==> config.mk <==
export PLATFORM = sky130hd
export DESIGN_NAME = socks5_server_handshake_top_flat
export DESIGN_NICKNAME = d
export VERILOG_FILES = /design/src/design/sk5_pkg.sv /design/src/design/sk5_in_if.sv /design/src/design/sk5_out_if.sv /design/src/design/sk5_parser.sv /design/src/design/sk5_desc_fifo.sv /design/src/design/sk5_emitter.sv /design/src/design/socks5_server_handshake_top.sv /design/src/flat_wrapper.sv
export SDC_FILE = /design/constraint.sdc
export NUM_CORES = 1
export LEC_CHECK = 0
export BUFFER_PORTS_ARGS = -buffer_cell sky130_fd_sc_hd__buf_4
export CAP_MARGIN = 10
export CORE_MARGIN = 8
export CORE_UTILIZATION = 40
export CTS_CLUSTER_DIAMETER = 40
export DETAILED_ROUTE_END_ITERATION = 10
export HOLD_SLACK_MARGIN = 0.03
export SYNTH_ARGS = -nofsm -noshare
export SYNTH_HDL_FRONTEND = slang
export SYNTH_HIERARCHICAL = 1
export SYNTH_SLANG_ARGS = --single-unit
==> constraint.sdc <==
create_clock -name clk -period 17.1 [get_ports clk]
set_clock_uncertainty 0.05 [all_clocks]
set_input_delay 4.275 -clock clk [delete_from_list [all_inputs] [get_ports clk]]
set_output_delay 4.275 -clock clk [all_outputs]
set_load 0.02 [all_outputs]
==> src/design/sk5_pkg.sv <==
`timescale 1ns / 1ps

package sk5_pkg;

  // Protocol bytes.
  localparam logic [7:0] SOCKS_VER      = 8'h05;
  localparam logic [7:0] CMD_CONNECT    = 8'h01;
  localparam logic [7:0] ATYP_IPV4      = 8'h01;
  localparam logic [7:0] ATYP_DOMAIN    = 8'h03;
  localparam logic [7:0] ATYP_IPV6      = 8'h04;
  localparam logic [7:0] METHOD_NOAUTH  = 8'h00;
  localparam logic [7:0] METHOD_NONE    = 8'hff;
  localparam logic [7:0] REP_SUCCEEDED  = 8'h00;
  localparam logic [7:0] REP_FAILURE    = 8'h01;
  localparam logic [7:0] REP_BAD_CMD    = 8'h07;
  localparam logic [7:0] REP_BAD_ATYP   = 8'h08;
  localparam logic [7:0] REP_RSV        = 8'h00;
  localparam logic [7:0] REP_BND_ATYP   = 8'h01;
  localparam logic [7:0] REP_PAD        = 8'h00;

  localparam logic [7:0] IPV4_LEN = 8'd4;
  localparam logic [7:0] IPV6_LEN = 8'd16;

  // Request error codes; the last one found wins.
  localparam logic [1:0] ERR_NONE     = 2'd0;
  localparam logic [1:0] ERR_VERSION  = 2'd1;
  localparam logic [1:0] ERR_COMMAND  = 2'd2;
  localparam logic [1:0] ERR_ADDRTYPE = 2'd3;

  // Destination address kinds.
  localparam logic [1:0] AK_IPV4   = 2'd0;
  localparam logic [1:0] AK_DOMAIN = 2'd1;
  localparam logic [1:0] AK_IPV6   = 2'd2;

  // Result kinds.
  localparam logic [1:0] KIND_REPLY = 2'd0;
  localparam logic [1:0] KIND_ADDR  = 2'd1;
  localparam logic [1:0] KIND_GRANT = 2'd2;
  localparam logic [1:0] KIND_CLOSE = 2'd3;

  // Position of the final result within a request reply burst.
  localparam logic [3:0] REQ_LAST_IDX = 4'd10;

  typedef enum logic [3:0] {
    PH_GVER    = 4'd0,
    PH_NMETH   = 4'd1,
    PH_METHODS = 4'd2,
    PH_RVER    = 4'd3,
    PH_RCMD    = 4'd4,
    PH_RSV     = 4'd5,
    PH_ATYP    = 4'd6,
    PH_DLEN    = 4'd7,
    PH_ADDR    = 4'd8,
    PH_PORTH   = 4'd9,
    PH_PORTL   = 4'd10,
    PH_GRANTED = 4'd11,
    PH_CLOSED  = 4'd12
  } phase_t;

  typedef enum logic [1:0] {
    BURST_ADDR  = 2'd0,
    BURST_GREET = 2'd1,
    BURST_REQ   = 2'd2
  } burst_t;

  // One parsed byte's worth of results, expanded later by the emitter.
  typedef struct packed {
    burst_t      kind;
    logic        ok;
    logic [7:0]  data;
    logic [7:0]  rep;
    logic [1:0]  addr_type;
    logic [15:0] port;
  } desc_t;

  function automatic logic [7:0] rep_of(input logic [1:0] err);
    logic [7:0] r;
    unique case (err)
      ERR_NONE:    r = REP_SUCCEEDED;
      ERR_VERSION: r = REP_FAILURE;
      ERR_COMMAND: r = REP_BAD_CMD;
      default:     r = REP_BAD_ATYP;
    endcase
    return r;
  endfunction

endpackage

==> src/design/sk5_in_if.sv <==
`timescale 1ns / 1ps

interface sk5_in_if;
  logic       valid;
  logic       ready;
  logic [7:0] rx_byte;
  logic       session_start;

  modport source(output valid, output rx_byte, output session_start, input ready);
  modport sink(input valid, input rx_byte, input session_start, output ready);
endinterface

==> src/design/sk5_out_if.sv <==
`timescale 1ns / 1ps

interface sk5_out_if;
  logic        valid;
  logic        ready;
  logic [1:0]  out_kind;
  logic [7:0]  out_byte;
  logic [1:0]  addr_type;
  logic [15:0] dest_port;
  logic        last;

  modport source(output valid, output out_kind, output out_byte, output addr_type,
                 output dest_port, output last, input ready);
  modport sink(input valid, input out_kind, input out_byte, input addr_type,
               input dest_port, input last, output ready);
endinterface

==> src/design/sk5_parser.sv <==
`timescale 1ns / 1ps

module sk5_parser (
  input  logic           clk,
  input  logic           rst_n,
  input  logic           accept,
  input  logic [7:0]     rx_byte,
  input  logic           session_start,
  output logic           push,
  output sk5_pkg::desc_t desc
);

  sk5_pkg::phase_t phase_r, phase_nxt, ph_e;
  logic [7:0] byte_count_r, byte_count_nxt, cnt_e;
  logic [7:0] method_count_r, method_count_nxt, mcnt_e;
  logic       noauth_r, noauth_nxt, noauth_e;
  logic [1:0] error_r, error_nxt, err_e;
  logic [1:0] akind_r, akind_nxt, akind_e;
  logic [7:0] alen_r, alen_nxt, alen_e;
  logic [7:0] phigh_r, phigh_nxt, phigh_e;

  logic [7:0] mcnt_dec;
  logic [7:0] cnt_inc;
  logic       noauth_upd;
  logic       greet_ok;

  always_ff @(posedge clk) begin
    if (!rst_n) begin
      phase_r        <= sk5_pkg::PH_GVER;
      byte_count_r   <= '0;
      method_count_r <= '0;
      noauth_r       <= 1'b0;
      error_r        <= sk5_pkg::ERR_NONE;
      akind_r        <= sk5_pkg::AK_IPV4;
      alen_r         <= '0;
      phigh_r        <= '0;
    end else if (accept) begin
      phase_r        <= phase_nxt;
      byte_count_r   <= byte_count_nxt;
      method_count_r <= method_count_nxt;
      noauth_r       <= noauth_nxt;
      error_r        <= error_nxt;
      akind_r        <= akind_nxt;
      alen_r         <= alen_nxt;
      phigh_r        <= phigh_nxt;
    end
  end

  always_comb begin
    // A session start restarts from the reset state before this byte is parsed.
    ph_e     = session_start ? sk5_pkg::PH_GVER : phase_r;
    cnt_e    = session_start ? 8'd0 : byte_count_r;
    mcnt_e   = session_start ? 8'd0 : method_count_r;
    noauth_e = session_start ? 1'b0 : noauth_r;
    err_e    = session_start ? sk5_pkg::ERR_NONE : error_r;
    akind_e  = session_start ? sk5_pkg::AK_IPV4 : akind_r;
    alen_e   = session_start ? 8'd0 : alen_r;
    phigh_e  = session_start ? 8'd0 : phigh_r;

    phase_nxt        = ph_e;
    byte_count_nxt   = cnt_e;
    method_count_nxt = mcnt_e;
    noauth_nxt       = noauth_e;
    error_nxt        = err_e;
    akind_nxt        = akind_e;
    alen_nxt         = alen_e;
    phigh_nxt        = phigh_e;

    mcnt_dec   = mcnt_e - 8'd1;
    cnt_inc    = cnt_e + 8'd1;
    noauth_upd = noauth_e | (rx_byte == sk5_pkg::METHOD_NOAUTH);
    greet_ok   = 1'b0;

    push           = 1'b0;
    desc.kind      = sk5_pkg::BURST_ADDR;
    desc.ok        = 1'b0;
    desc.data      = rx_byte;
    desc.rep       = sk5_pkg::rep_of(err_e);
    desc.addr_type = akind_e;
    desc.port      = 16'd0;

    unique case (ph_e)
      sk5_pkg::PH_GVER: begin
        error_nxt  = (rx_byte != sk5_pkg::SOCKS_VER) ? sk5_pkg::ERR_VERSION
                                                     : sk5_pkg::ERR_NONE;
        noauth_nxt = 1'b0;
        phase_nxt  = sk5_pkg::PH_NMETH;
      end
      sk5_pkg::PH_NMETH: begin
        method_count_nxt = rx_byte;
        if (rx_byte == 8'd0) begin
          greet_ok  = (err_e == sk5_pkg::ERR_NONE) && noauth_e;
          push      = 1'b1;
          desc.kind = sk5_pkg::BURST_GREET;
          desc.ok   = greet_ok;
          phase_nxt = greet_ok ? sk5_pkg::PH_RVER : sk5_pkg::PH_CLOSED;
        end else begin
          phase_nxt = sk5_pkg::PH_METHODS;
        end
      end
      sk5_pkg::PH_METHODS: begin
        noauth_nxt       = noauth_upd;
        method_count_nxt = mcnt_dec;
        if (mcnt_dec == 8'd0) begin
          greet_ok  = (err_e == sk5_pkg::ERR_NONE) && noauth_upd;
          push      = 1'b1;
          desc.kind = sk5_pkg::BURST_GREET;
          desc.ok   = greet_ok;
          phase_nxt = greet_ok ? sk5_pkg::PH_RVER : sk5_pkg::PH_CLOSED;
        end
      end
      sk5_pkg::PH_RVER: begin
        error_nxt = (rx_byte != sk5_pkg::SOCKS_VER) ? sk5_pkg::ERR_VERSION
                                                    : sk5_pkg::ERR_NONE;
        phase_nxt = sk5_pkg::PH_RCMD;
      end
      sk5_pkg::PH_RCMD: begin
        if (rx_byte != sk5_pkg::CMD_CONNECT) begin
          error_nxt = sk5_pkg::ERR_COMMAND;
        end
        phase_nxt = sk5_pkg::PH_RSV;
      end
      sk5_pkg::PH_RSV: begin
        phase_nxt = sk5_pkg::PH_ATYP;
      end
      sk5_pkg::PH_ATYP: begin
        byte_count_nxt = 8'd0;
        priority if (rx_byte == sk5_pkg::ATYP_IPV4) begin
          akind_nxt = sk5_pkg::AK_IPV4;
          alen_nxt  = sk5_pkg::IPV4_LEN;
          phase_nxt = sk5_pkg::PH_ADDR;
        end else if (rx_byte == sk5_pkg::ATYP_DOMAIN) begin
          akind_nxt = sk5_pkg::AK_DOMAIN;
          phase_nxt = sk5_pkg::PH_DLEN;
        end else if (rx_byte == sk5_pkg::ATYP_IPV6) begin
          akind_nxt = sk5_pkg::AK_IPV6;
          alen_nxt  = sk5_pkg::IPV6_LEN;
          phase_nxt = sk5_pkg::PH_ADDR;
        end else begin
          // Unknown address type ends the request right away.
          akind_nxt      = sk5_pkg::AK_IPV4;
          error_nxt      = sk5_pkg::ERR_ADDRTYPE;
          push           = 1'b1;
          desc.kind      = sk5_pkg::BURST_REQ;
          desc.ok        = 1'b0;
          desc.rep       = sk5_pkg::REP_BAD_ATYP;
          desc.addr_type = sk5_pkg::AK_IPV4;
          phase_nxt      = sk5_pkg::PH_CLOSED;
        end
      end
      sk5_pkg::PH_DLEN: begin
        alen_nxt  = rx_byte;
        phase_nxt = (rx_byte == 8'd0) ? sk5_pkg::PH_PORTH : sk5_pkg::PH_ADDR;
      end
      sk5_pkg::PH_ADDR: begin
        // Address bytes of a failed request are swallowed.
        push           = (err_e == sk5_pkg::ERR_NONE);
        desc.kind      = sk5_pkg::BURST_ADDR;
        byte_count_nxt = cnt_inc;
        if (cnt_inc >= alen_e) begin
          phase_nxt = sk5_pkg::PH_PORTH;
        end
      end
      sk5_pkg::PH_PORTH: begin
        phigh_nxt = rx_byte;
        phase_nxt = sk5_pkg::PH_PORTL;
      end
      sk5_pkg::PH_PORTL: begin
        push      = 1'b1;
        desc.kind = sk5_pkg::BURST_REQ;
        desc.ok   = (err_e == sk5_pkg::ERR_NONE);
        desc.port = {phigh_e, rx_byte};
        phase_nxt = (err_e == sk5_pkg::ERR_NONE) ? sk5_pkg::PH_GRANTED
                                                 : sk5_pkg::PH_CLOSED;
      end
      default: begin
        // Granted, closed and unused codes ignore the client until a restart.
      end
    endcase
  end

endmodule

==> src/design/sk5_desc_fifo.sv <==
`timescale 1ns / 1ps

module sk5_desc_fifo (
  input  logic           clk,
  input  logic           rst_n,
  input  logic           push,
  input  sk5_pkg::desc_t push_desc,
  output logic           full,
  input  logic           pop,
  output logic           head_valid,
  output sk5_pkg::desc_t head_desc
);

  sk5_pkg::desc_t mem_r [2];
  logic           wr_ptr_r, wr_ptr_nxt;
  logic           rd_ptr_r, rd_ptr_nxt;
  logic [1:0]     count_r, count_nxt;
  logic           do_push;
  logic           do_pop;

  assign full       = (count_r == 2'd2);
  assign head_valid = (count_r != 2'd0);
  assign head_desc  = mem_r[rd_ptr_r];
  assign do_push    = push && !full;
  assign do_pop     = pop && head_valid;

  always_comb begin
    wr_ptr_nxt = do_push ? ~wr_ptr_r : wr_ptr_r;
    rd_ptr_nxt = do_pop ? ~rd_ptr_r : rd_ptr_r;
    count_nxt  = count_r + {1'b0, do_push} - {1'b0, do_pop};
  end

  always_ff @(posedge clk) begin
    if (!rst_n) begin
      wr_ptr_r <= 1'b0;
      rd_ptr_r <= 1'b0;
      count_r  <= 2'd0;
    end else begin
      wr_ptr_r <= wr_ptr_nxt;
      rd_ptr_r <= rd_ptr_nxt;
      count_r  <= count_nxt;
    end
  end

  always_ff @(posedge clk) begin
    if (do_push) begin
      mem_r[wr_ptr_r] <= push_desc;
    end
  end

endmodule

==> src/design/sk5_emitter.sv <==
`timescale 1ns / 1ps

module sk5_emitter (
  input  logic           clk,
  input  logic           rst_n,
  input  logic           head_valid,
  input  sk5_pkg::desc_t head_desc,
  output logic           pop,
  sk5_out_if.source      out_ch
);

  logic [3:0] idx_r, idx_nxt;
  logic       xfer;
  logic       is_last;

  assign out_ch.valid = head_valid;
  assign xfer         = head_valid && out_ch.ready;
  assign pop          = xfer && is_last;
  assign out_ch.last  = is_last;

  always_comb begin
    out_ch.out_kind  = sk5_pkg::KIND_REPLY;
    out_ch.out_byte  = sk5_pkg::REP_PAD;
    out_ch.addr_type = sk5_pkg::AK_IPV4;
    out_ch.dest_port = 16'd0;
    is_last          = 1'b0;

    unique case (head_desc.kind)
      sk5_pkg::BURST_ADDR: begin
        out_ch.out_kind  = sk5_pkg::KIND_ADDR;
        out_ch.out_byte  = head_desc.data;
        out_ch.addr_type = head_desc.addr_type;
        is_last          = 1'b1;
      end
      sk5_pkg::BURST_GREET: begin
        // Good greeting: 05 00. Bad greeting: 05 FF and then closed.
        priority if (idx_r == 4'd0) begin
          out_ch.out_byte = sk5_pkg::SOCKS_VER;
        end else if (idx_r == 4'd1) begin
          out_ch.out_byte = head_desc.ok ? sk5_pkg::METHOD_NOAUTH : sk5_pkg::METHOD_NONE;
          is_last         = head_desc.ok;
        end else begin
          out_ch.out_kind = sk5_pkg::KIND_CLOSE;
          out_ch.out_byte = 8'd0;
          is_last         = 1'b1;
        end
      end
      sk5_pkg::BURST_REQ: begin
        priority if (idx_r == 4'd0) begin
          out_ch.out_byte = sk5_pkg::SOCKS_VER;
        end else if (idx_r == 4'd1) begin
          out_ch.out_byte = head_desc.rep;
        end else if (idx_r == 4'd2) begin
          out_ch.out_byte = sk5_pkg::REP_RSV;
        end else if (idx_r == 4'd3) begin
          out_ch.out_byte = sk5_pkg::REP_BND_ATYP;
        end else if (idx_r >= sk5_pkg::REQ_LAST_IDX) begin
          out_ch.out_byte = 8'd0;
          is_last         = 1'b1;
          if (head_desc.ok) begin
            out_ch.out_kind  = sk5_pkg::KIND_GRANT;
            out_ch.addr_type = head_desc.addr_type;
            out_ch.dest_port = head_desc.port;
          end else begin
            out_ch.out_kind = sk5_pkg::KIND_CLOSE;
          end
        end else begin
          out_ch.out_byte = sk5_pkg::REP_PAD;
        end
      end
      default: begin
        is_last = 1'b1;
      end
    endcase
  end

  always_comb begin
    idx_nxt = idx_r;
    if (xfer) begin
      idx_nxt = is_last ? 4'd0 : idx_r + 4'd1;
    end
  end

  always_ff @(posedge clk) begin
    if (!rst_n) begin
      idx_r <= 4'd0;
    end else begin
      idx_r <= idx_nxt;
    end
  end

endmodule

==> src/design/socks5_server_handshake_top.sv <==
`timescale 1ns / 1ps

// SOCKS5 server handshake: takes the client's bytes one per transfer on in_ch and
// returns the server's reply bytes, the passed-through destination address bytes
// and a final granted or closed marker on out_ch. The parser takes one byte per
// cycle while in_ch is ready and files the results of each byte that has any as
// one entry in a two-deep queue. The emitter then sends that entry's results one
// per cycle while out_ch is ready. With the queue empty, the first result appears
// in the cycle after the byte's transfer. An address byte yields one result, a
// greeting reply two or three and a request reply eleven. in_ch is ready while the
// queue holds fewer than two entries, so bytes flow at one per cycle until two
// entries are waiting. From then on every byte waits, whether or not it causes a
// result, until the emitter has sent the last result of the head entry.
module socks5_server_handshake_top (
  input  logic      clk,
  input  logic      rst_n,
  sk5_in_if.sink    in_ch,
  sk5_out_if.source out_ch
);

  logic           accept;
  logic           push;
  logic           full;
  logic           pop;
  logic           head_valid;
  sk5_pkg::desc_t push_desc;
  sk5_pkg::desc_t head_desc;

  assign in_ch.ready = !full;
  assign accept      = in_ch.valid && in_ch.ready;

  sk5_parser u_parser (
    .clk           (clk),
    .rst_n         (rst_n),
    .accept        (accept),
    .rx_byte       (in_ch.rx_byte),
    .session_start (in_ch.session_start),
    .push          (push),
    .desc          (push_desc)
  );

  sk5_desc_fifo u_fifo (
    .clk        (clk),
    .rst_n      (rst_n),
    .push       (push && accept),
    .push_desc  (push_desc),
    .full       (full),
    .pop        (pop),
    .head_valid (head_valid),
    .head_desc  (head_desc)
  );

  sk5_emitter u_emitter (
    .clk        (clk),
    .rst_n      (rst_n),
    .head_valid (head_valid),
    .head_desc  (head_desc),
    .pop        (pop),
    .out_ch     (out_ch)
  );

endmodule
==> src/flat_wrapper.sv <==
// flat-port wrapper written by rule: the top's interface ports become plain ports
module socks5_server_handshake_top_flat 
  (clk, rst_n, in_ch_valid, in_ch_rx_byte, in_ch_session_start, in_ch_ready, out_ch_valid, out_ch_out_kind, out_ch_out_byte, out_ch_addr_type, out_ch_dest_port, out_ch_last, out_ch_ready);
  sk5_in_if in_ch_i ();
  sk5_out_if out_ch_i ();
  input  logic clk;
  input  logic rst_n;
  input wire logic [$bits(in_ch_i.valid)-1:0] in_ch_valid;
  input wire logic [$bits(in_ch_i.rx_byte)-1:0] in_ch_rx_byte;
  input wire logic [$bits(in_ch_i.session_start)-1:0] in_ch_session_start;
  output wire logic [$bits(in_ch_i.ready)-1:0] in_ch_ready;
  output wire logic [$bits(out_ch_i.valid)-1:0] out_ch_valid;
  output wire logic [$bits(out_ch_i.out_kind)-1:0] out_ch_out_kind;
  output wire logic [$bits(out_ch_i.out_byte)-1:0] out_ch_out_byte;
  output wire logic [$bits(out_ch_i.addr_type)-1:0] out_ch_addr_type;
  output wire logic [$bits(out_ch_i.dest_port)-1:0] out_ch_dest_port;
  output wire logic [$bits(out_ch_i.last)-1:0] out_ch_last;
  input wire logic [$bits(out_ch_i.ready)-1:0] out_ch_ready;
  assign in_ch_i.valid = in_ch_valid;
  assign in_ch_i.rx_byte = in_ch_rx_byte;
  assign in_ch_i.session_start = in_ch_session_start;
  assign in_ch_ready = in_ch_i.ready;
  assign out_ch_valid = out_ch_i.valid;
  assign out_ch_out_kind = out_ch_i.out_kind;
  assign out_ch_out_byte = out_ch_i.out_byte;
  assign out_ch_addr_type = out_ch_i.addr_type;
  assign out_ch_dest_port = out_ch_i.dest_port;
  assign out_ch_last = out_ch_i.last;
  assign out_ch_i.ready = out_ch_ready;
  socks5_server_handshake_top u_core (.clk(clk), .rst_n(rst_n), .in_ch(in_ch_i), .out_ch(out_ch_i));
endmodule
==> impl_results.md, run 1 <==
- Rows: 48
- Final Hold Viols: 0
- P_leak: 2.917 nW
- R2R depth: 8
- Max Fclk: ~130 MHz
- Slew @ Worst Pin: about 1.1 ns
- HP Start: u_core/u_parser/noauth_r$_SDFFE_PN0P_
- Post-synthesis cell type count: 71
- Hold crit path type: register to register
- Clock Path Buffers: 2
- Worst r2r dst: u_core/u_fifo/mem_r[0][15]$_DFFE_PP_
- EDFF count, synth: 74
- DR pass1 iterations: 4
- TritonCTS clock tree: done
- DR vias/cell: 5.422
- CORE AREA: 0.01706 mm2
- Cells after Synth: 657
- P&R area growth vs syn: 13.00%
- Final Critical Period: 7.966 ns
- Clk sink count: 124
- Metal1 wirelength: 7154 um
- DRT antenna net count: 0
- Hold Path Depth: 2
- NumNets Final: 717
- WS Path Type: input pin to register
- Synthesized flop and latch total: 124
- Crit path DAT: ~7.9 ns
- Outcome: finished clean
- Crit-path max FO: 37
- Grt total ovfl: 0
- Critical Path RT: 17.07 ns
- MaxCap Viol Count: 0
- Initial DRC Count: 396
- Max-slew headroom: 24.41%
- Initial Util: 40.28%
- Hold worst-path end: u_core/u_parser/noauth_r$_SDFFE_PN0P_
- Startpoint types: input pin
- Setup crit end kind: register
- Yosys warning total: 6
- Final Max Slew Viols: 0
- Routed wire per std cell: about 17 um
- Vert. Die Dim: 147.1 um
- Layout cell share with drive strength beyond 1: roughly 22%
- Syn Area/Cell: 10.46 um2
- Main synth FF type: edfxtp_1
- GRT Total Usage: 14.47%
- Initial antenna violation count: 0
- Post-synthesis async set-or-reset flop share: 0%
- Setup Fix Bufs, Post-CTS: 0
- Clock slew at reported path FFs: approximately 0.050 ns
- Residual DRC: 0
- Clk root buf: clkbuf_16
- N_diodes: 0
- Skew-Pair Late Insertion Delay: 0.41 ns
- Hold_buf cts: 0
- Register area share after synthesis: a little under half
- Max IR drop VDD: 0.00005775 V
- FF-to-FF setup slack: around 14 ns
- Die width: 147.1 um
- Post-CTS sizing: 0
- Global placement routability congestion: 0.8519
- Global-route wire length before repair: about 25,000 um
- Setup TNS: 0 ns
- Fillers: 1,614
- RR Startpoint: u_core/u_parser/phase_r[3]$_SDFFE_PN0P_
- Endpoints failing setup: 0
- Placed instance area: 0.007206 mm2
- Post-synthesis cell area: 0.006870 mm2
- Top sig layer: met4
- Post-route cell area: approximately 0.0078 mm2
- Pin count of the biggest net entering global routing: 44
- Pwr/cell area: between 80 and 90 mW/mm2
- Period utilization: 46.58%
- Unrepaired setup endpoints after global routing: no
- CTS buffer count: 17
- I/O pins: 44
- Die area: 0.02163 mm2
- Routed wl met3: around 840 um
- H-tree Lvls: 4
- Dpl hpwl: 10,210 um
- Vias in the first global route: 4,922
- DR vias: roughly 5,000
- Metal2 WL: 7319 um
- Wirelength, routed: around 15,000 um
- I/O Buffers: 43
[synth_stat cells, types with 4 or more instances]
library cell | instances | area share [%]
o21a_1 | 4 | 0.44
nand2_1 | 64 | 3.5
xor2_1 | 8 | 1.0
or2_2 | 4 | 0.36
a21oi_1 | 27 | 2.0
buf_4 | 16 | 1.7
ha_1 | 24 | 4.4
nor2b_1 | 12 | 1.1
a32oi_1 | 5 | 0.64
mux2_2 | 8 | 1.3
a22oi_1 | 17 | 1.9
inv_1 | 18 | 0.98
clkbuf_1 | 15 | 0.82
a31oi_1 | 14 | 1.3
nor4_1 | 5 | 0.46
and2_2 | 13 | 1.4
nor3_1 | 13 | 0.95
o211ai_1 | 7 | 0.76
o21ai_0 | 27 | 2.0
nand3_1 | 14 | 1.0
nand2b_1 | 12 | 1.1
nor3b_1 | 5 | 0.55
mux2_4 | 30 | 6.6
nand4_1 | 6 | 0.55
xnor2_1 | 8 | 1.0
o31ai_1 | 4 | 0.44
edfxtp_1 | 74 | 32
and2_1 | 23 | 2.1
o21ai_1 | 4 | 0.29
dfxtp_1 | 50 | 15
a22o_1 | 6 | 0.76
buf_2 | 5 | 0.36
nor2_1 | 56 | 3.1
[critical path, stage by stage]
cell and delay, ns:
buf_4 0.22, inv_1 0.61, nand2_1 0.24, inv_1 0.10, ha_1 0.14, or4b_1 0.46, nor2_1 0.11, nand3_1 0.09
o31ai_1 0.35, a211o_1 0.14, and3b_1 0.16, nand2_1 0.13, nor2_4 0.87
[metrics by stage]
stage	total power, W	util [%]	cells	setup slack [ns]	hold WS (ns)
2_1_floorplan	0.0003491	-	660	8.597	0.3790
3_3_place_gp	0.0003572	42.25	886	8.821	0.3882
3_5_place_dp	0.0003578	42.25	886	8.721	0.4074
4_1_cts	0.0006977	45.52	918	9.157	0.4209
5_1_grt	0.0007165	45.52	918	8.914	0.4298
6_report	0.0006897	45.52	918	9.134	0.4227
[metal layers]
layer	up-vias	track usage, %
met3	9	3.783
met1	2416	18.53
met5	-	0
li1	2415	-
met4	0	4.386
met2	137	23.46
[worst max path at each step]
| stage | startpoint | endpoint | depth (start not counted) |
|---|---|---|---|
| 2_1_floorplan | in_ch_session_start | u_core/u_fifo/mem_r[0][0]$_DFFE_PP_ | 12 |
| 3_3_place_gp | in_ch_session_start | u_core/u_fifo/mem_r[0][8]$_DFFE_PP_ | 13 |
| 3_5_place_dp | in_ch_session_start | u_core/u_fifo/mem_r[0][8]$_DFFE_PP_ | 13 |
| 4_1_cts | in_ch_session_start | u_core/u_fifo/mem_r[0][8]$_DFFE_PP_ | 13 |
| 5_1_grt | in_ch_session_start | u_core/u_fifo/mem_r[0][1]$_DFFE_PP_ | 13 |
| 6_report | in_ch_session_start | u_core/u_fifo/mem_r[0][15]$_DFFE_PP_ | 13 |
[sequential cells by signal, indices dropped and copies added (netlist names), 2 cells and up, named ones only]
name and count:
u_core/u_parser/byte_count_r 8, u_core/u_parser/alen_r 8, u_core/u_parser/phigh_r 8, u_core/u_parser/method_count_r 8, u_core/u_fifo/mem_r 74, u_core/u_fifo/count_r 2, u_core/u_emitter/idx_r 4, u_core/u_parser/akind_r 2
u_core/u_parser/error_r 2, u_core/u_parser/phase_r 4
[final cells by class]
cell class	instances	area [um2]	share of cell area [%]
multi-input cells	468	3253	41.90
flip-flops and latches	124	3224	41.53
clock buffers	18	439.2	5.657
repair buffers	50	375.4	4.835
well taps	225	281.5	3.626
clock inverters	14	118.9	1.531
inverters	19	71.32	0.9186
[logic make-up (layout without fill, tap and decap cells)]
family | Yosys count | after routing | synth area share, %
xor gates and xnor gates | 16 | 16 | 2.040
muxes | 40 | 40 | 8.159
adders and majority gates | 24 | 24 | 4.371
DFF | 124 | 124 | 46.91
and+or+nand+nor | 244 | 244 | 18.47
AOI/OAI and AO/OA | 140 | 140 | 13.95
other | 1 | 4 | 0.05458
buffers and inverters | 68 | 101 | 6.046
[placed cells by master, fill, tap and decap left out, drive strengths merged, types with 3 or more instances in the layout]
cell	count
nand2	64
a31oi	14
mux2	38
o21a	4
or2	4
buf	50
xor2	8
and2	36
nor3	14
nor4	5
a2111oi	3
and3	3
a21oi	28
nand4	6
o311ai	3
nand3b	3
nor3b	5
o21ai	32
a22oi	17
o31ai	4
a32oi	5
conb	4
a211oi	3
clkbuf	18
a22o	7
inv	22
edfxtp	74
clkinv	7
o211ai	7
nand2b	12
nor2b	12
clkinvlp	3
nand3	14
xnor2	8
ha	24
nor2	56
dfxtp	50
[power by group]
part	leakage, nW	switching [W]	internal, W
logic	1.56	0.0000218	0.0000113
registers	1.09	0.00000265	0.000316
clock network	0.268	0.000134	0.000204
total	2.92	0.000159	0.000531
Power figures use the tool's default switching activity.
==> run 2, diff against run 1 <==
--- a/config.mk
+++ b/config.mk
@@ -5,6 +5,7 @@
 export SDC_FILE = /design/constraint.sdc
 export NUM_CORES = 1
 export LEC_CHECK = 0
+export ABC_AREA = 1
 export BUFFER_PORTS_ARGS = -buffer_cell sky130_fd_sc_hd__buf_4
 export CAP_MARGIN = 10
 export CORE_MARGIN = 8
==> constraint.sdc (replaced) <==
create_clock -name clk -period 7.2 [get_ports clk]
set_clock_uncertainty 0.05 [all_clocks]
set_input_delay 1.8 -clock clk [delete_from_list [all_inputs] [get_ports clk]]
set_output_delay 1.8 -clock clk [all_outputs]
set_load 0.02 [all_outputs]
==> impl_results.md, run 2 <==
- Max FFs per register: 74 (unchanged)
- Sequential share of power: 46.1% (about the same)
- Clock Path Buffers: 2 (unchanged)
- Commonest non-fill, non-tap cells in the layout: nand2_1, nor2_1, inv_1
- Synth top cells by count: nand2_1, nor2_1, inv_1
- Largest Register: u_core/u_fifo/mem_r
- Cells after Synth: 863 (+31%)
- Final Max Slew Viols: 0 (unchanged)
- GR met2 Demand/Resource: 23.01% (-0.46 points)
- Max Fclk: just under 200 MHz
- Commonest non-fill, non-tap cell in the layout: nand2_1
- R2R depth: 13 (+5)
- Syn Area/Cell: 8.626 um2 (-18%)
- Busiest grt layer: met2
- Met1 GRT Util: 20.04% (+1.5 points)
- Dpl hpwl: 11,910 um (+17%)
- Post-synthesis async set-or-reset flop share: 0% (unchanged)
- Slew @ Worst Pin: 1.065 ns (-0.06625 ns)
- Met3 usage: 3.006% (-0.78 points)
- Synth area leaders: edfxtp_1, dfxtp_1, nand2_1
- Yosys warning total: 6 (unchanged)
- Hold crit path type: register to register
- CTS buffer count: 17 (unchanged)
- Worst-path cell chain: buf_4 -> inv_4 -> nand2_2 -> ha_1 -> nand2_1 -> nand2_1 -> nor2_1 -> nand3_1 -> nor2_4 -> nand3_1 -> nand3_1 -> inv_1 -> nor2_2 -> nand2_1 -> nor2_4
- Xor and xnor area share after synthesis: 0.9412% (-1.1 points)
- Int Pwr: 0.001245 W (+130%)
- Max IR drop VDD: 0.0001484 V (+160%)
- Mux cell area share after synthesis: 7.109% (-1.0 points)
- DR vias: 5,726 (+15%)
- Post-synthesis cell area: 0.007445 mm2 (+8.4%)
- Layout cell share with drive strength beyond 1: 19.47% (-2.5 points)
- Fillers: 1,796 (+11%)
- Top-area cell type share of the netlist area: 29.85% (-2.5 points)
- Vert. Die Dim: 152.4 um (+3.7%)
- Initial Util: 40.34% (+0.059 points)
- Final Hold Viols: 0 (unchanged)
- Crit. path cell count: 15 (+2)
- Hold Path Depth: 2 (unchanged)
- Initial DRC Count: 358 (-9.6%)
- Register area share after synthesis: 43.29% (-3.6 points)
- DR pass1 iterations: 4 (unchanged)
- Initial antenna violation count: 0 (unchanged)
- Clock slew at reported path FFs: 0.06 ns (about the same)
- Cell family with most CP delay: simple AND/OR/NAND/NOR gates
- Clk root buf: clkbuf_16
- Area leader, netlist: edfxtp_1
- Clk network pwr share: 46.2% (-2.8 points)
- Period utilization: 70.37%
- Pin count of the biggest net entering global routing: 60 (+36%)
- Design Power: 0.001671 W (+140%)
- Worst r2r dst: u_core/u_fifo/mem_r[0][11]$_DFFE_PP_
- Power share of the combinational group: 7.7% (+2.9 points)
- Outcome: finished clean
- P&R area growth vs syn: 11.66%
- Setup Fix Bufs, Post-CTS: 0 (unchanged)
- NumNets Final: 923 (+29%)
- Main synth FF type: edfxtp_1
- Final Critical Period: ~5.1 ns
- Post-synthesis cell type count: 54 (-24%)
- HP Start: u_core/u_parser/method_count_r[7]$_SDFFE_PN0P_
- MaxCap Viol Count: 0 (unchanged)
- Switching share of power: 25.47% (+2.5 points)
- FF-to-FF setup slack: 3.90 ns (-9.64 ns)
- CORE AREA: 0.01846 mm2 (+8.2%)
- Pwr/cell area: 201.0 mW/mm2 (+130%)
- H-tree Lvls: 4 (unchanged)
- Most frequent cell after synthesis: nand2_1
- Unrepaired setup endpoints after global routing: no
- Startpoint types: input pin
- Global-route wire length before repair: 27,790 um (+9.7%)
- TritonCTS clock tree: done
- Largest stage delay, worst path: 0.82 ns (-0.05 ns)
- Switch Pwr: 0.0004257 W (+170%)
- Crit path DAT: 5.04 ns (-2.90 ns)
- I/O pins: 44 (unchanged)
- Max-slew headroom: 28.84% (+4.4 points)
- WS Path Type: input pin to register
- Global placement routability congestion: 0.8825 (+3.6%)
- Critical Path RT: 7.18 ns (-9.89 ns)
- Residual DRC: 0 (unchanged)
- Vias in the first global route: 5,408 (+9.9%)
- Placed insts: 1,101 (+24%)
- Post-CTS sizing: 0 (unchanged)
- Die area: 0.02323 mm2 (+7.4%)
- DRT antenna net count: 0 (unchanged)
- Clk sink count: 124 (unchanged)
- Largest family of logic cells by synthesized area: simple AND/OR/NAND/NOR gates
- Buffers plus inverters on the worst setup path: 3 (unchanged)
- Wirelength, routed: 16,900 um (+9.6%)
- GRT Total Usage: 14.72% (+0.25 points)
- I/O Buffers: 43 (unchanged)
- Skew-Pair Late Insertion Delay: 0.41 ns (about the same)
- Die width: 152.4 um (+3.7%)
- EDFF count, synth: 74 (unchanged)
- Synthesized flop and latch total: 124 (unchanged)
- Hold_buf cts: 0 (unchanged)
- Final core utilization: 45.04% (-0.47 points)
- Hold worst-path end: u_core/u_parser/method_count_r[7]$_SDFFE_PN0P_
- Routed wire per std cell: 14.92 um (-11%)
- Grt total ovfl: 0 (unchanged)
- Setup crit end kind: register
- Crit-path max FO: 46 (+24%)
- DR vias/cell: 5.054 (-6.8%)
- Post-route insts no fill: 1,133 (+23%)
- P_leak: 3.477 nW (+19%)
- Crit path max-delay cell type: nor2_4
- Setup TNS: 0 ns (unchanged)
- Rows: 50 (+4.2%)
- Synth Area in Simple Gates: 23.66% (+5.2 points)
- Adder-cell share of the synthesized area: 4.034% (-0.34 points)
- RR Startpoint: u_core/u_parser/method_count_r[1]$_SDFFE_PN0P_
- Complex-gate fraction of the synthesized area: 10.66% (-3.3 points)
- N_diodes: 0 (unchanged)
- Endpoints failing setup: 0 (unchanged)
[run 2: worst min-delay path: cells and delay by family, from the launching register on]
family          cells  cell delay (ns)
compound gates      1             0.07
buf+inv             1             0.06
flops               1             0.29
[run 2: how the worst max path moves through the flow]
stage	from	to
final	in_ch_session_start	u_core/u_fifo/mem_r[0][11]$_DFFE_PP_
after global routing	in_ch_session_start	u_core/u_fifo/mem_r[0][11]$_DFFE_PP_
after CTS	in_ch_session_start	u_core/u_fifo/mem_r[0][1]$_DFFE_PP_
after detailed placement	in_ch_session_start	u_core/u_fifo/mem_r[0][5]$_DFFE_PP_
after global placement	in_ch_session_start	u_core/u_fifo/mem_r[0][10]$_DFFE_PP_
after floorplan	in_ch_session_start	u_core/u_fifo/mem_r[0][0]$_DFFE_PP_
[run 2: stage by stage]
stage / instance area [um2] / setup WS (ns) / hold slack, ns
floorplan: 7456 / 1.618 / 0.3995
global placement: 7775 / 1.721 / 0.4164
detailed placement: 7775 / 1.694 / 0.4230
CTS: 8313 / 2.142 / 0.4357
global route: 8313 / 1.796 / 0.4722
finish: 8313 / 2.133 / 0.4308
[run 2: area by class of cell]
type	instances	area, um2	share of cell area (%)
timing repair buffer	46	345.3	4.154
sequential	124	3224	38.79
clock inverter	15	112.6	1.355
multi-input combinational	583	3477	41.83
tap	234	292.8	3.522
clock buffer	17	425.4	5.117
inverter	114	435.4	5.238
[run 2: layer usage]
layer | up-vias | part of all wire [%]
met5 | - | 0
met4 | 0 | 1.5
met3 | 17 | 4.1
met2 | 120 | 44
met1 | 2661 | 50
li1 | 2928 | -
[run 2: kinds of logic after synthesis]
kind of cell               after synthesis
and+or+nand+nor                        380
buffers and inverters                  159
AOI/OAI and AO/OA                      130
DFF                                    124
muxes                                   37
adders and majority gates               24
xor gates and xnor gates                 8
other                                    1
[run 2: power groups by stage]
stage	registers (W)	logic, W	clock network (W)
2_1_floorplan	0.000783	0.0000987	0
6_report	0.000770	0.000129	0.000772
3_3_place_gp	0.000785	0.000128	0
4_1_cts	0.000770	0.000128	0.000789
5_1_grt	0.000771	0.000147	0.000817
3_5_place_dp	0.000785	0.000128	0
